--- config.mk ---
export PLATFORM = sky130hd
export DESIGN_NAME = media_frame_parser
export DESIGN_NICKNAME = d
export VERILOG_FILES = /design/src/rtl/mfp_pkg.sv /design/src/rtl/mfp_core.sv /design/src/rtl/media_frame_parser.sv
export SDC_FILE = /design/constraint.sdc
export NUM_CORES = 1
export LEC_CHECK = 0
export ABC_AREA = 1
export BUFFER_PORTS_ARGS = -buffer_cell sky130_fd_sc_hd__buf_2
export CAP_MARGIN = 20
export CORE_MARGIN = 2
export CORE_UTILIZATION = 35
export CTS_BUF_LIST = sky130_fd_sc_hd__clkbuf_8
export CTS_CLUSTER_DIAMETER = 40
export DETAILED_ROUTE_END_ITERATION = 16
export SLEW_MARGIN = 20
export SYNTH_ARGS = -nofsm -noshare
export SYNTH_HDL_FRONTEND = slang
export SYNTH_SLANG_ARGS = --single-unit
--- constraint.sdc ---
create_clock -name clk -period 66.8 [get_ports clk]
set_input_delay 6.68 -clock clk [delete_from_list [all_inputs] [get_ports clk]]
set_output_delay 6.68 -clock clk [all_outputs]
set_load 0.005 [all_outputs]
--- src/rtl/mfp_pkg.sv ---
// Shared types and constants for the media frame parser.
// Used by mfp_core, media_frame_parser and mfp_checker; no dependencies.
package mfp_pkg;

    localparam int POS_W = 25;   // frame length never exceeds 38 + 2^24 - 1
    localparam int LEFT_W = 24;

    localparam logic [31:0] HDR_LEN = 32'd38;

    // Byte index of the last byte of each header field
    localparam logic [POS_W-1:0] POS_LEN      = POS_W'(3);
    localparam logic [POS_W-1:0] POS_MAGIC    = POS_W'(7);
    localparam logic [POS_W-1:0] POS_VERSION  = POS_W'(8);
    localparam logic [POS_W-1:0] POS_FLAGS    = POS_W'(9);
    localparam logic [POS_W-1:0] POS_STREAM   = POS_W'(13);
    localparam logic [POS_W-1:0] POS_PTS      = POS_W'(21);
    localparam logic [POS_W-1:0] POS_DTS      = POS_W'(29);
    localparam logic [POS_W-1:0] POS_DURATION = POS_W'(33);
    localparam logic [POS_W-1:0] POS_PLEN     = POS_W'(37);

    localparam logic [1:0] REG_MAGIC   = 2'd0;
    localparam logic [1:0] REG_VERSION = 2'd1;
    localparam logic [1:0] REG_MAXPAY  = 2'd2;

    typedef enum logic [1:0] {
        PH_HEADER  = 2'd0,
        PH_PAYLOAD = 2'd1,
        PH_SKIP    = 2'd2
    } phase_t;

    typedef enum logic [1:0] {
        KIND_HEADER  = 2'd0,
        KIND_PAYLOAD = 2'd1,
        KIND_ERROR   = 2'd2
    } kind_t;

    typedef enum logic [2:0] {
        ERR_NONE      = 3'd0,
        ERR_SHORT     = 3'd1,
        ERR_LONG      = 3'd2,
        ERR_MAGIC     = 3'd3,
        ERR_VERSION   = 3'd4,
        ERR_OVERFLOW  = 3'd5
    } err_t;

    typedef struct packed {
        logic [31:0] magic_word;
        logic [7:0]  expected_version;
        logic [23:0] max_payload;
    } cfg_t;

    typedef struct packed {
        kind_t              kind;
        logic [7:0]         flags;
        logic signed [31:0] stream_index;
        logic signed [63:0] pts;
        logic signed [63:0] dts;
        logic [31:0]        duration;
        logic [23:0]        payload_len;
        logic [7:0]         payload_byte;
        err_t               error_code;
        logic               last;
    } result_t;

endpackage

--- src/rtl/mfp_core.sv ---
// Byte-serial frame parser state and result decode.
// Depends on mfp_pkg; one byte per accepted beat, at most one result per byte.
module mfp_core
    import mfp_pkg::*;
(
    input  logic    clk,
    input  logic    rst_n,
    input  logic    in_take,
    input  logic [7:0] data_byte,
    input  cfg_t    cfg,
    output logic    res_valid,
    output result_t res
);

    phase_t            phase_reg, phase_next;
    logic [POS_W-1:0]  pos_reg, pos_next;
    logic [POS_W-1:0]  frame_total_reg, frame_total_next;
    logic [63:0]       field_shift_reg, field_shift_next;
    logic [LEFT_W-1:0] payload_left_reg, payload_left_next;
    logic [7:0]        held_flags_reg, held_flags_next;
    logic [31:0]       held_stream_reg, held_stream_next;
    logic [63:0]       held_pts_reg, held_pts_next;
    logic [63:0]       held_dts_reg, held_dts_next;
    logic [31:0]       held_duration_reg, held_duration_next;

    logic [63:0]       shifted;
    logic [31:0]       low;
    logic              at_end;
    logic [POS_W-1:0]  room;
    logic [LEFT_W-1:0] left_dec;

    assign shifted  = {field_shift_reg[55:0], data_byte};
    assign low      = shifted[31:0];
    assign at_end   = ({1'b0, pos_reg} + (POS_W+1)'(1)) >= {1'b0, frame_total_reg};
    assign room     = frame_total_reg - POS_W'(HDR_LEN);
    assign left_dec = (payload_left_reg == '0) ? '0 : payload_left_reg - LEFT_W'(1);

    always_comb
    begin
        phase_next         = phase_reg;
        pos_next           = pos_reg;
        frame_total_next   = frame_total_reg;
        field_shift_next   = field_shift_reg;
        payload_left_next  = payload_left_reg;
        held_flags_next    = held_flags_reg;
        held_stream_next   = held_stream_reg;
        held_pts_next      = held_pts_reg;
        held_dts_next      = held_dts_reg;
        held_duration_next = held_duration_reg;
        res_valid          = 1'b0;
        res                = '0;

        case (phase_reg)
            PH_PAYLOAD:
            begin
                res_valid         = 1'b1;
                res.kind          = KIND_PAYLOAD;
                res.payload_byte  = data_byte;
                payload_left_next = left_dec;
                if (left_dec == '0)
                begin
                    res.last = 1'b1;
                    if (at_end)
                    begin
                        phase_next       = PH_HEADER;
                        pos_next         = '0;
                        field_shift_next = '0;
                    end
                    else
                    begin
                        phase_next = PH_SKIP;
                        pos_next   = pos_reg + POS_W'(1);
                    end
                end
                else
                begin
                    pos_next = pos_reg + POS_W'(1);
                end
            end
            PH_SKIP:
            begin
                if (at_end)
                begin
                    phase_next       = PH_HEADER;
                    pos_next         = '0;
                    field_shift_next = '0;
                end
                else
                begin
                    pos_next = pos_reg + POS_W'(1);
                end
            end
            default:
            begin
                field_shift_next = shifted;
                pos_next         = pos_reg + POS_W'(1);
                case (pos_reg)
                    POS_LEN:
                    begin
                        frame_total_next = low[POS_W-1:0];
                        if (low < HDR_LEN)
                        begin
                            res_valid      = 1'b1;
                            res.error_code = ERR_SHORT;
                        end
                        else if ({1'b0, low} > ({1'b0, HDR_LEN} + {9'b0, cfg.max_payload}))
                        begin
                            res_valid      = 1'b1;
                            res.error_code = ERR_LONG;
                        end
                    end
                    POS_MAGIC:
                    begin
                        if (low != cfg.magic_word)
                        begin
                            res_valid      = 1'b1;
                            res.error_code = ERR_MAGIC;
                        end
                    end
                    POS_VERSION:
                    begin
                        if (low[7:0] != cfg.expected_version)
                        begin
                            res_valid      = 1'b1;
                            res.error_code = ERR_VERSION;
                        end
                    end
                    POS_FLAGS:    held_flags_next    = low[7:0];
                    POS_STREAM:   held_stream_next   = low;
                    POS_PTS:      held_pts_next      = shifted;
                    POS_DTS:      held_dts_next      = shifted;
                    POS_DURATION: held_duration_next = low;
                    POS_PLEN:
                    begin
                        res_valid = 1'b1;
                        if (low > {{(32-POS_W){1'b0}}, room})
                        begin
                            res.error_code = ERR_OVERFLOW;
                        end
                        else
                        begin
                            payload_left_next = low[LEFT_W-1:0];
                            res.kind          = KIND_HEADER;
                            res.flags         = held_flags_reg;
                            res.stream_index  = held_stream_reg;
                            res.pts           = held_pts_reg;
                            res.dts           = held_dts_reg;
                            res.duration      = held_duration_reg;
                            res.payload_len   = low[23:0];
                            if (low == '0)
                            begin
                                res.last = 1'b1;
                                if (at_end)
                                begin
                                    phase_next       = PH_HEADER;
                                    pos_next         = '0;
                                    field_shift_next = '0;
                                end
                                else
                                begin
                                    phase_next = PH_SKIP;
                                end
                            end
                            else
                            begin
                                phase_next = PH_PAYLOAD;
                            end
                        end
                    end
                    default: ;
                endcase
                // any error resyncs: next byte opens a new length prefix
                if (res.error_code != ERR_NONE)
                begin
                    res.kind         = KIND_ERROR;
                    res.last         = 1'b1;
                    phase_next       = PH_HEADER;
                    pos_next         = '0;
                    field_shift_next = '0;
                end
            end
        endcase

        if (!in_take)
        begin
            res_valid = 1'b0;
        end
    end

    always_ff @(posedge clk or negedge rst_n)
    begin
        if (!rst_n)
        begin
            phase_reg        <= PH_HEADER;
            pos_reg          <= '0;
            frame_total_reg  <= '0;
            field_shift_reg  <= '0;
            payload_left_reg <= '0;
        end
        else if (in_take)
        begin
            phase_reg        <= phase_next;
            pos_reg          <= pos_next;
            frame_total_reg  <= frame_total_next;
            field_shift_reg  <= field_shift_next;
            payload_left_reg <= payload_left_next;
        end
    end

    always_ff @(posedge clk)
    begin
        if (in_take)
        begin
            held_flags_reg    <= held_flags_next;
            held_stream_reg   <= held_stream_next;
            held_pts_reg      <= held_pts_next;
            held_dts_reg      <= held_dts_next;
            held_duration_reg <= held_duration_next;
        end
    end

endmodule

--- src/rtl/media_frame_parser.sv ---
// Top level of the media frame parser: APB register file, parser core, output skid stage.
// Depends on mfp_pkg and mfp_core.
//
// Takes one stream byte per cycle on s_t* when s_tready is high and gives at most one
// registered result beat per byte on m_t*. Each byte is decoded by the parser core in a
// single pass; a two-entry output stage (result register plus skid register) lets the input
// keep flowing while m_tready is low until a second result is waiting, so the sustained rate
// is one byte per cycle whenever the result side keeps up. Configuration registers (magic
// at 0x0, version at 0x4, max payload at 0x8) take effect on the next byte.
module media_frame_parser
    import mfp_pkg::*;
(
    input  logic         clk,
    input  logic         rst_n,
    input  logic         s_tvalid,
    output logic         s_tready,
    input  logic [7:0]   s_tdata,   // [7:0] data_byte
    output logic         m_tvalid,
    input  logic         m_tready,
    output logic [239:0] m_tdata,   // flags, stream_index, pts, dts, duration, payload_len,
                                    // payload_byte, error_code, zero pad
    output logic [1:0]   m_tuser,   // kind
    output logic         m_tlast,
    input  logic         psel,
    input  logic         penable,
    input  logic         pwrite,
    input  logic [3:0]   paddr,
    input  logic [31:0]  pwdata,
    output logic [31:0]  prdata,
    output logic         pready
);

    cfg_t    cfg_reg;
    logic    in_take;
    logic    res_valid;
    result_t res;
    logic    out_valid_reg;
    result_t out_reg;
    logic    skid_valid_reg;
    result_t skid_reg;
    logic    load_out;

    assign pready = 1'b1;

    always_ff @(posedge clk or negedge rst_n)
    begin
        if (!rst_n)
        begin
            cfg_reg.magic_word       <= 32'h4D50_4B54;
            cfg_reg.expected_version <= 8'd1;
            cfg_reg.max_payload      <= 24'd1048576;
        end
        else if (psel && penable && pwrite && pready)
        begin
            case (paddr[3:2])
                REG_MAGIC:   cfg_reg.magic_word       <= pwdata;
                REG_VERSION: cfg_reg.expected_version <= pwdata[7:0];
                REG_MAXPAY:  cfg_reg.max_payload      <= pwdata[23:0];
                default: ;
            endcase
        end
    end

    always_comb
    begin
        case (paddr[3:2])
            REG_MAGIC:   prdata = cfg_reg.magic_word;
            REG_VERSION: prdata = {24'b0, cfg_reg.expected_version};
            REG_MAXPAY:  prdata = {8'b0, cfg_reg.max_payload};
            default:     prdata = '0;
        endcase
    end

    assign s_tready = !skid_valid_reg;
    assign in_take  = s_tvalid && s_tready;

    mfp_core u_core (
        .clk       (clk),
        .rst_n     (rst_n),
        .in_take   (in_take),
        .data_byte (s_tdata),
        .cfg       (cfg_reg),
        .res_valid (res_valid),
        .res       (res)
    );

    assign load_out = !out_valid_reg || m_tready;

    always_ff @(posedge clk or negedge rst_n)
    begin
        if (!rst_n)
        begin
            out_valid_reg  <= 1'b0;
            skid_valid_reg <= 1'b0;
        end
        else if (load_out)
        begin
            out_valid_reg  <= skid_valid_reg || res_valid;
            skid_valid_reg <= 1'b0;
        end
        else if (res_valid)
        begin
            skid_valid_reg <= 1'b1;
        end
    end

    always_ff @(posedge clk)
    begin
        if (load_out)
        begin
            out_reg <= skid_valid_reg ? skid_reg : res;
        end
        else if (res_valid)
        begin
            skid_reg <= res;
        end
    end

    assign m_tvalid = out_valid_reg;
    assign m_tuser  = out_reg.kind;
    assign m_tlast  = out_reg.last;
    assign m_tdata  = {5'b0, out_reg.error_code, out_reg.payload_byte, out_reg.payload_len,
                       out_reg.duration, out_reg.dts, out_reg.pts, out_reg.stream_index,
                       out_reg.flags};

endmodule

==> reports/metrics.csv, run 1 <==
metric,value,unit
post-synthesis cell area,0.03876,mm²
post-synthesis sequential area ratio,65.21,%
critical path type,input pin to output port,
DP Wirelength,68750,µm
setup TNS,0,ns
Layout fillers,10920,
Adder-Cell Fraction of Synth Area,2.680,%
Chip Width,336.8,µm
first-pass GRT wire length,159900,µm
placed cell area,0.04204,mm²
Fin Clk Skew,0.05241,ns
Post-Synth Simple-Gate Area,19.75,%
Area contributors post-synth,"edfxtp_1 (52%), dfrtp_1 (12%), nor2_1 (9.8%)",
cell with the most instances after synthesis,nor2_1,
Synth Instances,3829,
Tmin final,15.32,ns
Max-Cap Viols,0,
asr flop ratio synth,22.65,%
Setup WS post-layout,51.48,ns
vias per cell,4.626,
Final #Nets,4357,
Worst Setup Start Kind,input pin,
share of the synthesized area in the top cell type,52.38,%
"Buf+Inv Stages, Crit Path",4,
Post-CTS Setup Inserts,0,
IO Pins,329,
grt total ovfl,0,
htree depth,4,
"CP delay by family, top",buffers and inverters,
Hold Path Stages,0,
row count,122,
Worst-path clk slew,0.07,ns
initial drt markers,2096,
critical path depth,6,
CTS Buf Count,163,
#FFs+latches synth,874,
root buffer cell,clkbuf_8,
clk sink count,874,
Port Buffers,320,
DRT Pass-1 Iters,5,
Rel. slew slack,13.46,%
CTS tree,yes,
xor/xnor share of the synthesized area,1.944,%
Crit-path slowest cell,o21ai_0,
P&R area growth vs syn,17.16,%
crit path DAT,8.64,ns
Yosys warnings,0,
Worst IR Drop VDD,27.53,µV
Core Region,0.1102,mm²
starting density of the core,35.17,%
CP cell instances,"buf_2, nor2_1, buf_4, clkinv_1, o21ai_0, buf_2",
Chip Height,336.8,µm
number of synthesized flops with an enable pin,676,
max reg flops,238,
Lkg Pwr,20.22,nW
count of cell types in the netlist,39,
via count,27080,
largest family of logic cells by synthesized area,simple AND/OR/NAND/NOR gates,
worst skew pair latency,0.85,ns
mux share of post-synthesis cell area,0.7264,%
post-cts resize count,0,
Critical Path Max Stage Delay,0.66,ns
ys flop type,edfxtp_1,
Compound-Gate Fraction of Synth Area,3.390,%
CP Max Fanout,24,
Tot GR Track Use,19.05,%
outcome,finished clean,
dpl ws,51.37,ns
DR DRC count,0,
deepest clock path buffer count,3,
die area,0.1134,mm²
Avg Synthesized Cell Area,10.12,µm²
Critical Path RT,60.12,ns
synth cell count leaders,"nor2_1 (1011), edfxtp_1 (676), nand2_1 (614)",
worst hold path class,flop to flop,
worst r2r path cells,26,
post-route cell area,0.04540,mm²
fin crit share,22.94,%
vias in the first global route,26090,
Slew @ Worst Pin,1.298,ns
post-layout power,0.001776,W
Synth area leader,edfxtp_1,
drt total wl,108600,µm
final setup violation count,0,
unrepaired setup endpoints after global routing,false,
layout cells sized above 1,15.43,%
max frequency,0.06526,GHz
initial antenna violation count,9,
Final ANT Viol Nets,0,
Final Wtd Congestion,0.8725,
# hold bufs at CTS,0,
Avg WL per Cell,18.54,µm
largest net degree at the start of global routing,189,
PwrDens,39.12,mW/mm²
"Hold Vio Cnt, Final",0,
crit end category,output port,
CP dominant cell by count,buf_2,
Max Slew Vio Count,0,
## where the power goes
group / total, W / internal [W] / switching, W / leakage (nW)
registers: 0.000776 / 0.000706 / 0.0000703 / 8.99
logic: 0.000479 / 0.000152 / 0.000327 / 9.33
clock network: 0.000521 / 0.000287 / 0.000235 / 1.91
## through the flow
stage                     hold slack, ns  instances  utilization, %
after floorplan                   0.4424       3833               -
after global placement            0.4670       5544           38.12
after detailed placement          0.4743       5545           38.14
after CTS                         0.4657       5849           41.17
after global routing              0.4861       5853           41.20
final                             0.4616       5854           41.20
## placed cells by master (no fill, tap or decap), types with 18 or more instances in the layout
| master | count |
|---|---|
| a21oi_1 | 46 |
| buf_2 | 319 |
| buf_4 | 53 |
| clkbuf_8 | 174 |
| clkinv_1 | 18 |
| dfrtp_1 | 182 |
| edfxtp_1 | 676 |
| ha_1 | 83 |
| inv_1 | 509 |
| mux2_2 | 25 |
| nand2_1 | 612 |
| nand3_1 | 138 |
| nand3b_1 | 26 |
| nand4_1 | 53 |
| nor2_1 | 1007 |
| nor3_1 | 25 |
| o21ai_0 | 183 |
| xnor2_1 | 30 |
| xor2_1 | 56 |
## worst paths after layout
| kind | from | endpoint | slack (ns) |
|---|---|---|---|
| worst max-delay path | paddr[3] | prdata[22] | 51.48 |
| worst min-delay path | u_core.field_shift_reg[55]$_DFFE_PN0P_ | u_core.held_dts_reg[63]$_DFFE_PP_ | 0.46 |
| worst max register to register | cfg_reg[1]$_DFFE_PN0P_ | skid_reg[173]$_DFFE_PP_ | 60.24 |
| worst min register to register | u_core.field_shift_reg[55]$_DFFE_PN0P_ | u_core.held_dts_reg[63]$_DFFE_PP_ | 0.46 |
| max in group asynchronous | rst_n | cfg_reg[50]$_DFFE_PN0P_ | 58.69 |
| min in group asynchronous | rst_n | u_core.frame_total_reg[9]$_DFFE_PN0P_ | 5.81 |
## cells by family (layout without fill, tap and decap cells)
family                   after synthesis  count (layout)
multiplexers                          25              25
adder cells (fa/ha/maj)               83              83
other                                  2              10
AO/OA/AOI/OAI                        255             255
flip-flops                           874             874
AND/OR/NAND/NOR                     1897            1897
buffers and inverters                607            1136
XOR/XNOR                              86              86
## layer usage
layer	vias up	wire [µm]	track usage (%)
met5	-	0	0
met4	0	2930	6.373
met3	180	6941	4.371
met2	812	50450	30.70
met1	12810	48230	25.32
li1	13280	-	-
## area by class of cell
| type | count | area [µm²] | area share, % |
|---|---|---|---|
| Inverter | 456 | 1717 | 3.781 |
| Multi-Input combinational cell | 2352 | 11140 | 24.53 |
| Tap cell | 1488 | 1862 | 4.100 |
| Antenna cell | 4 | 10.01 | 0.02205 |
| Clock inverter | 130 | 938.4 | 2.067 |
| Timing Repair Buffer | 376 | 2069 | 4.558 |
| Sequential cell | 874 | 25280 | 55.67 |
| Clock buffer | 174 | 2395 | 5.274 |
Power figures use the tool's default switching activity.
==> run 2: changes to the inputs <==
==> constraint.sdc (replaced) <==
create_clock -name clk -period 14.5 [get_ports clk]
set_input_delay 1.45 -clock clk [delete_from_list [all_inputs] [get_ports clk]]
set_output_delay 1.45 -clock clk [all_outputs]
set_load 0.005 [all_outputs]
==> reports/metrics.csv, run 2 (synthesis gave the netlist of run 1 again) <==
metric,value,unit,change
Chip Height,336.8,µm,unchanged
outcome,finished clean,,unchanged
DP Wirelength,68480,µm,was 68750 µm
CTS tree,yes,,unchanged
Worst IR Drop VDD,176.8,µV,was 27.53 µV
Tmin final,6.331,ns,
critical path type,flop to flop,,was input pin to output port
crit path DAT,6.75,ns,was 8.64 ns
Hold Slack,0.4573,ns,was 0.4616 ns
worst skew pair latency,0.87,ns,was 0.85 ns
Rel. slew slack,26.42,%,was 13.46%
Final ANT Viol Nets,0,,unchanged
starting density of the core,35.17,%,unchanged
# hold bufs at CTS,0,,unchanged
vias in the first global route,25890,,was 26090
most frequent cells in the layout,"nor2_1 (1007), edfxtp_1 (676), nand2_1 (612)",,unchanged
unrepaired setup endpoints after global routing,false,,unchanged
Hold Path Stages,0,,unchanged
Avg WL per Cell,18.39,µm,was 18.54 µm
first-pass GRT wire length,159300,µm,was 159900 µm
Final Core Density,41.21,%,was 41.20%
post-cts resize count,0,,unchanged
reg2reg setup slack,8.17,ns,was 60.24 ns
Crit-path slowest cell,buf_4,,was o21ai_0
initial drt markers,2072,,was 2096
root buffer cell,clkbuf_8,,unchanged
Max Slew Vio Count,0,,unchanged
via count,27280,,was 27080
worst hold path class,flop to flop,,unchanged
layout cells sized above 1,15.46,%,was 15.43%
Worst Setup Start Kind,flop,,was input pin
Worst-path clk slew,0.06,ns,was 0.07 ns
final setup violation count,0,,unchanged
setup TNS,0,ns,unchanged
crit end category,flop,,was output port
drt total wl,107500,µm,was 108600 µm
P&R area growth vs syn,17.18,%,was 17.16%
Post-CTS Setup Inserts,0,,unchanged
Chip Width,336.8,µm,unchanged
DRT Pass-1 Iters,7,,was 5
CTS Buf Count,159,,was 163
deepest clock path buffer count,3,,unchanged
clk sink count,874,,unchanged
Final #Nets,4357,,unchanged
CP dominant cell by count,nand2_1,,was buf_2
worst hold endpoint,u_core.held_pts_reg[12]$_DFFE_PP_,,was u_core.held_dts_reg[63]$_DFFE_PP_
Max-Cap Viols,0,,unchanged
worst r2r path cells,26,,unchanged
hold path startpoint,u_core.field_shift_reg[4]$_DFFE_PN0P_,,was u_core.field_shift_reg[55]$_DFFE_PN0P_
Layout fillers,10750,,was 10920
R2R Path End,skid_reg[104]$_DFFE_PP_,,was skid_reg[173]$_DFFE_PP_
"commonest non-fill, non-tap cell in the layout",nor2_1,,unchanged
Final Wtd Congestion,0.8865,,was 0.8725
vias per cell,4.667,,was 4.626
PwrDens,179.5,mW/mm²,was 39.12 mW/mm²
Slew @ Worst Pin,1.104,ns,was 1.298 ns
RR Startpoint,cfg_reg[1]$_DFFE_PN0P_,,unchanged
max frequency,0.1580,GHz,
CP Max Fanout,67,,was 24
initial antenna violation count,7,,was 9
grt total ovfl,0,,unchanged
IO Pins,329,,unchanged
max reg flops,238,,unchanged
Tot GR Track Use,18.77,%,was 19.05%
htree depth,4,,unchanged
Port Buffers,320,,unchanged
Core Region,0.1102,mm²,unchanged
Critical Path RT,14.92,ns,was 60.12 ns
DR DRC count,0,,unchanged
Lkg Pwr,20.18,nW,was 20.22 nW
largest net degree at the start of global routing,169,,was 189
Critical Path Max Stage Delay,0.83,ns,was 0.66 ns
die area,0.1134,mm²,unchanged
"Hold Vio Cnt, Final",0,,unchanged
fin crit share,43.66,%,
row count,122,,unchanged
Fin Clk Skew,0.06978,ns,was 0.05241 ns
-- run 2: cell count changes in the layout (fill, tap and decap cells not counted), moves of 2 or more --
| cell | before | now |
|---|---|---|
| clkinv_2 | 15 | 13 |
| clkbuf_8 | 174 | 172 |
| inv_1 | 509 | 499 |
| inv_6 | 2 | 6 |
| nand2_4 | 2 | 0 |
| clkinv_1 | 18 | 20 |
| clkinv_4 | 5 | 2 |
| clkinvlp_4 | 12 | 10 |
| buf_6 | 0 | 2 |
-- run 2: layout make-up --
| cell class | instances | area, µm² | area share, % |
|---|---|---|---|
| clock buffer | 172 | 2367 | 5.213 |
| inverter | 456 | 1717 | 3.780 |
| timing repair buffer | 380 | 2115 | 4.656 |
| multi-input combinational | 2352 | 11140 | 24.53 |
| sequential | 874 | 25280 | 55.66 |
| tap | 1488 | 1862 | 4.100 |
| clock inverter | 120 | 927.1 | 2.041 |
| antenna | 4 | 10.01 | 0.02204 |
-- run 2: per-layer routing --
metal / vias to the layer above / wire (µm) / global-route usage, %
met4: 0 / 2871 / 6.079
met3: 173 / 6381 / 3.549
li1: 13290 / - / -
met5: - / 0 / 0
met1: 13000 / 48160 / 25.59
met2: 818 / 50110 / 30.17
-- run 2: critical path, delay by kind of cell, from the launching register on --
| family | cells | cell delay, ns |
|---|---|---|
| AND/OR/NAND/NOR | 18 | 2.76 |
| buffers and inverters | 4 | 1.76 |
| adder cells (fa/ha/maj) | 2 | 0.48 |
| flip-flops | 1 | 0.37 |
| AO/OA/AOI/OAI | 1 | 0.21 |
| XOR/XNOR | 1 | 0.18 |
-- run 2: worst max path at each step --
stage	startpoint	endpoint	slack, ns	cells after the start
3_5_place_dp	cfg_reg[1]$_DFFE_PN0P_	skid_reg[190]$_DFFE_PP_	8.25	26
2_1_floorplan	m_tready	skid_reg[0]$_DFFE_PP_	0.52	3
4_1_cts	cfg_reg[1]$_DFFE_PN0P_	skid_reg[104]$_DFFE_PP_	8.13	26
3_3_place_gp	cfg_reg[1]$_DFFE_PN0P_	skid_reg[187]$_DFFE_PP_	8.31	26
5_1_grt	cfg_reg[1]$_DFFE_PN0P_	skid_reg[104]$_DFFE_PP_	7.45	26
6_report	cfg_reg[1]$_DFFE_PN0P_	skid_reg[104]$_DFFE_PP_	8.17	26
-- run 2: metrics by stage --
step | worst slack [ns] | power, W | cell area [µm²] | instances
finish | 8.169 | 0.008151 | 45410 | 5846
CTS | 8.126 | 0.008248 | 45360 | 5840
detailed placement | 8.249 | 0.005809 | 42070 | 5548
floorplan | 0.5158 | 0.004936 | 38780 | 3833
global route | 7.450 | 0.008675 | 45410 | 5845
global placement | 8.307 | 0.005778 | 42070 | 5548
-- run 2: report_power, final --
part | total, W | switching, W | internal, W | leakage [nW]
Sequential | 0.00356 | 0.000312 | 0.00325 | 8.99
Combinational | 0.00218 | 0.00148 | 0.000702 | 9.34
Clock | 0.00240 | 0.00108 | 0.00132 | 1.85
Total | 0.00815 | 0.00287 | 0.00528 | 20.2
==> run 3: changes to the inputs <==
==> constraint.sdc (replaced) <==
create_clock -name clk -period 5.7 [get_ports clk]
set_input_delay 0.57 -clock clk [delete_from_list [all_inputs] [get_ports clk]]
set_output_delay 0.57 -clock clk [all_outputs]
set_load 0.005 [all_outputs]
==> reports/metrics.csv, run 3 (synthesis gave the netlist of run 1 again) <==
metric,value,unit,change
crit end category,flop,,unchanged
fin crit share,88.33,%,was 43.66%
Cell Int Power,0.01344,W,was 0.005277 W
"Buf+Inv Stages, Crit Path",2,,was 4
"Hold Vio Cnt, Final",0,,unchanged
row count,122,,unchanged
PwrDens,454.3,mW/mm²,was 179.5 mW/mm²
max reg flops,238,,unchanged
Clock Power Share,29.2,%,was 29.5%
metal2 WL,51170,µm,was 50110 µm
Comb power frac,26.9,%,was 26.8%
initial drt markers,2111,,was 2072
Flop pwr share,43.9,%,was 43.7%
root buffer cell,clkbuf_8,,unchanged
outcome,finished clean,,unchanged
Final #Nets,4395,,was 4357
Max Slew Vio Count,0,,unchanged
Chip Width,336.8,µm,unchanged
Lkg Pwr,20.34,nW,was 20.18 nW
Max-Cap Viols,0,,unchanged
final setup violation count,0,,unchanged
deepest clock path buffer count,3,,unchanged
CTS tree,yes,,unchanged
CP Max Fanout,32,,was 67
Final Core Density,41.68,%,was 41.21%
Crit-path slowest cell,dfrtp_1,,was buf_4
unrepaired setup endpoints after global routing,false,,unchanged
Port Buffers,320,,unchanged
Avg WL per Cell,18.79,µm,was 18.39 µm
CTS Buf Count,162,,was 159
Worst Setup Start Kind,flop,,unchanged
clk sink count,874,,unchanged
vias per cell,4.683,,was 4.667
critical path type,flop to flop,,unchanged
met3 wire length,6782,µm,was 6381 µm
"commonest non-fill, non-tap cell in the layout",nor2_1,,unchanged
Tmin final,5.035,ns,was 6.331 ns
Final ANT Viol Nets,0,,unchanged
via count,27550,,was 27280
Critical Path Max Stage Delay,0.42,ns,was 0.83 ns
layout cells sized above 1,15.59,%,was 15.46%
switching power,0.007431,W,was 0.002873 W
met1 WL,49130,µm,was 48160 µm
grt total ovfl,0,,unchanged
Core Region,0.1102,mm²,unchanged
Tot GR Track Use,19.29,%,was 18.77%
Slew @ Worst Pin,1.090,ns,was 1.104 ns
IO Pins,329,,unchanged
initial antenna violation count,8,,was 7
highest routed layer,met5,,was met4
Chip Height,336.8,µm,unchanged
Final Wtd Congestion,0.8910,,was 0.8865
DR DRC count,0,,unchanged
vias in the first global route,26050,,was 25890
max frequency,0.1986,GHz,was 0.1580 GHz
Worst-path clk slew,0.06,ns,about the same
Hold Slack,0.08054,ns,was 0.4573 ns
starting density of the core,35.17,%,unchanged
drt total wl,110600,µm,was 107500 µm
Post-CTS Setup Inserts,0,,unchanged
Fin Clk Skew,0.05266,ns,was 0.06978 ns
"CP delay by family, top",simple AND/OR/NAND/NOR gates,,unchanged
Critical Path RT,6.34,ns,was 14.92 ns
die area,0.1134,mm²,unchanged
DRT Pass-1 Iters,6,,was 7
most frequent cells in the layout,"nor2_1 (1005), edfxtp_1 (676), nand2_1 (611)",,"was nor2_1 (1007), edfxtp_1 (676), nand2_1 (612)"
P&R area growth vs syn,18.52,%,was 17.18%
DP Wirelength,70310,µm,was 68480 µm
crit path DAT,5.68,ns,was 6.75 ns
worst hold path class,input pin to flop,,was flop to flop
Rel. slew slack,27.32,%,was 26.42%
sw frac,35.61,%,was 35.25%
first-pass GRT wire length,162300,µm,was 159300 µm
Worst IR Drop VDD,309.9,µV,was 176.8 µV
largest net degree at the start of global routing,131,,was 169
post-layout power,0.02087,W,was 0.008151 W
worst skew pair latency,0.83,ns,was 0.87 ns
htree depth,4,,unchanged
## run 3: changes by cell type in the layout (fill, tap and decap cells not counted), moves of 3 or more
cell           delta
buf_4             -6
clkinv_2          -3
clkinv_1         +13
dlygate4sd3_1    +32
clkbuf_8          +3
inv_1            -10
inv_6             -4
buf_12           +12
clkinvlp_4        +6
## run 3: final cells by class
class                   count  area, µm²
diodes                      2      5.005
clock buffers             175       2409
clock inverters           122      878.3
fillers                 10790      64280
inverters                 456       1719
multi-input cells        2352      11190
flip-flops and latches    874      25280
well taps                1488       1862
repair buffers            415       2592
## run 3: metal layers
metal | track usage (%) | vias up
met5 | 0 | -
met4 | 7.314 | 4
met3 | 3.963 | 194
met2 | 30.69 | 865
met1 | 25.96 | 13140
li1 | - | 13350
## run 3: final timing paths
check,from,end,slack [ns],cells past startpoint
min in group asynchronous,rst_n,cfg_reg[4]$_DFFE_PN0P_,0.42,2
min,pwdata[24],cfg_reg[56]$_DFFE_PN1P_,0.08,3
max reg2reg,u_core.frame_total_reg[1]$_DFFE_PN0P_,m_tdata[41]$_DFFE_PN_,0.67,25
max,u_core.frame_total_reg[1]$_DFFE_PN0P_,m_tdata[41]$_DFFE_PN_,0.67,25
min reg2reg,u_core.field_shift_reg[54]$_DFFE_PN0P_,u_core.held_dts_reg[62]$_DFFE_PP_,0.48,0
max in group asynchronous,rst_n,u_core.field_shift_reg[22]$_DFFE_PN0P_,3.93,3
## run 3: worst reg2reg max path: cells and delay by family, from the launching register on
family / cells / cell delay [ns]
compound gates: 1 / 0.14
xor+xnor: 1 / 0.17
fa+ha+maj: 2 / 0.51
buf+inv: 2 / 0.54
flops: 1 / 0.42
simple gates: 19 / 3.07
## run 3: repair_timing
item                      4_1_cts  5_1_grt
gates resized for setup         0        0
hold endpoints to repair      142        0
hold buffers                   32        0
## run 3: power groups by stage
stage	clock network, W	registers [W]	logic (W)
2_1_floorplan	0	0.00905	0.00352
6_report	0.00609	0.00917	0.00561
3_5_place_dp	0	0.00929	0.00563
4_1_cts	0.00627	0.00918	0.00567
5_1_grt	0.00656	0.00929	0.00635
3_3_place_gp	0	0.00929	0.00557
## run 3: through the flow
step | std cells | worst slack (ns) | TNS (ns) | area [µm²]
after global placement | 5551 | 0.7157 | 0 | 42280
final | 5884 | 0.6653 | 0 | 45930
after CTS | 5880 | 0.6578 | 0 | 45890
after detailed placement | 5551 | 0.6941 | 0 | 42280
after global routing | 5883 | 0.1620 | 0 | 45930
after floorplan | 3833 | -8.018 | -1908.25 | 38830
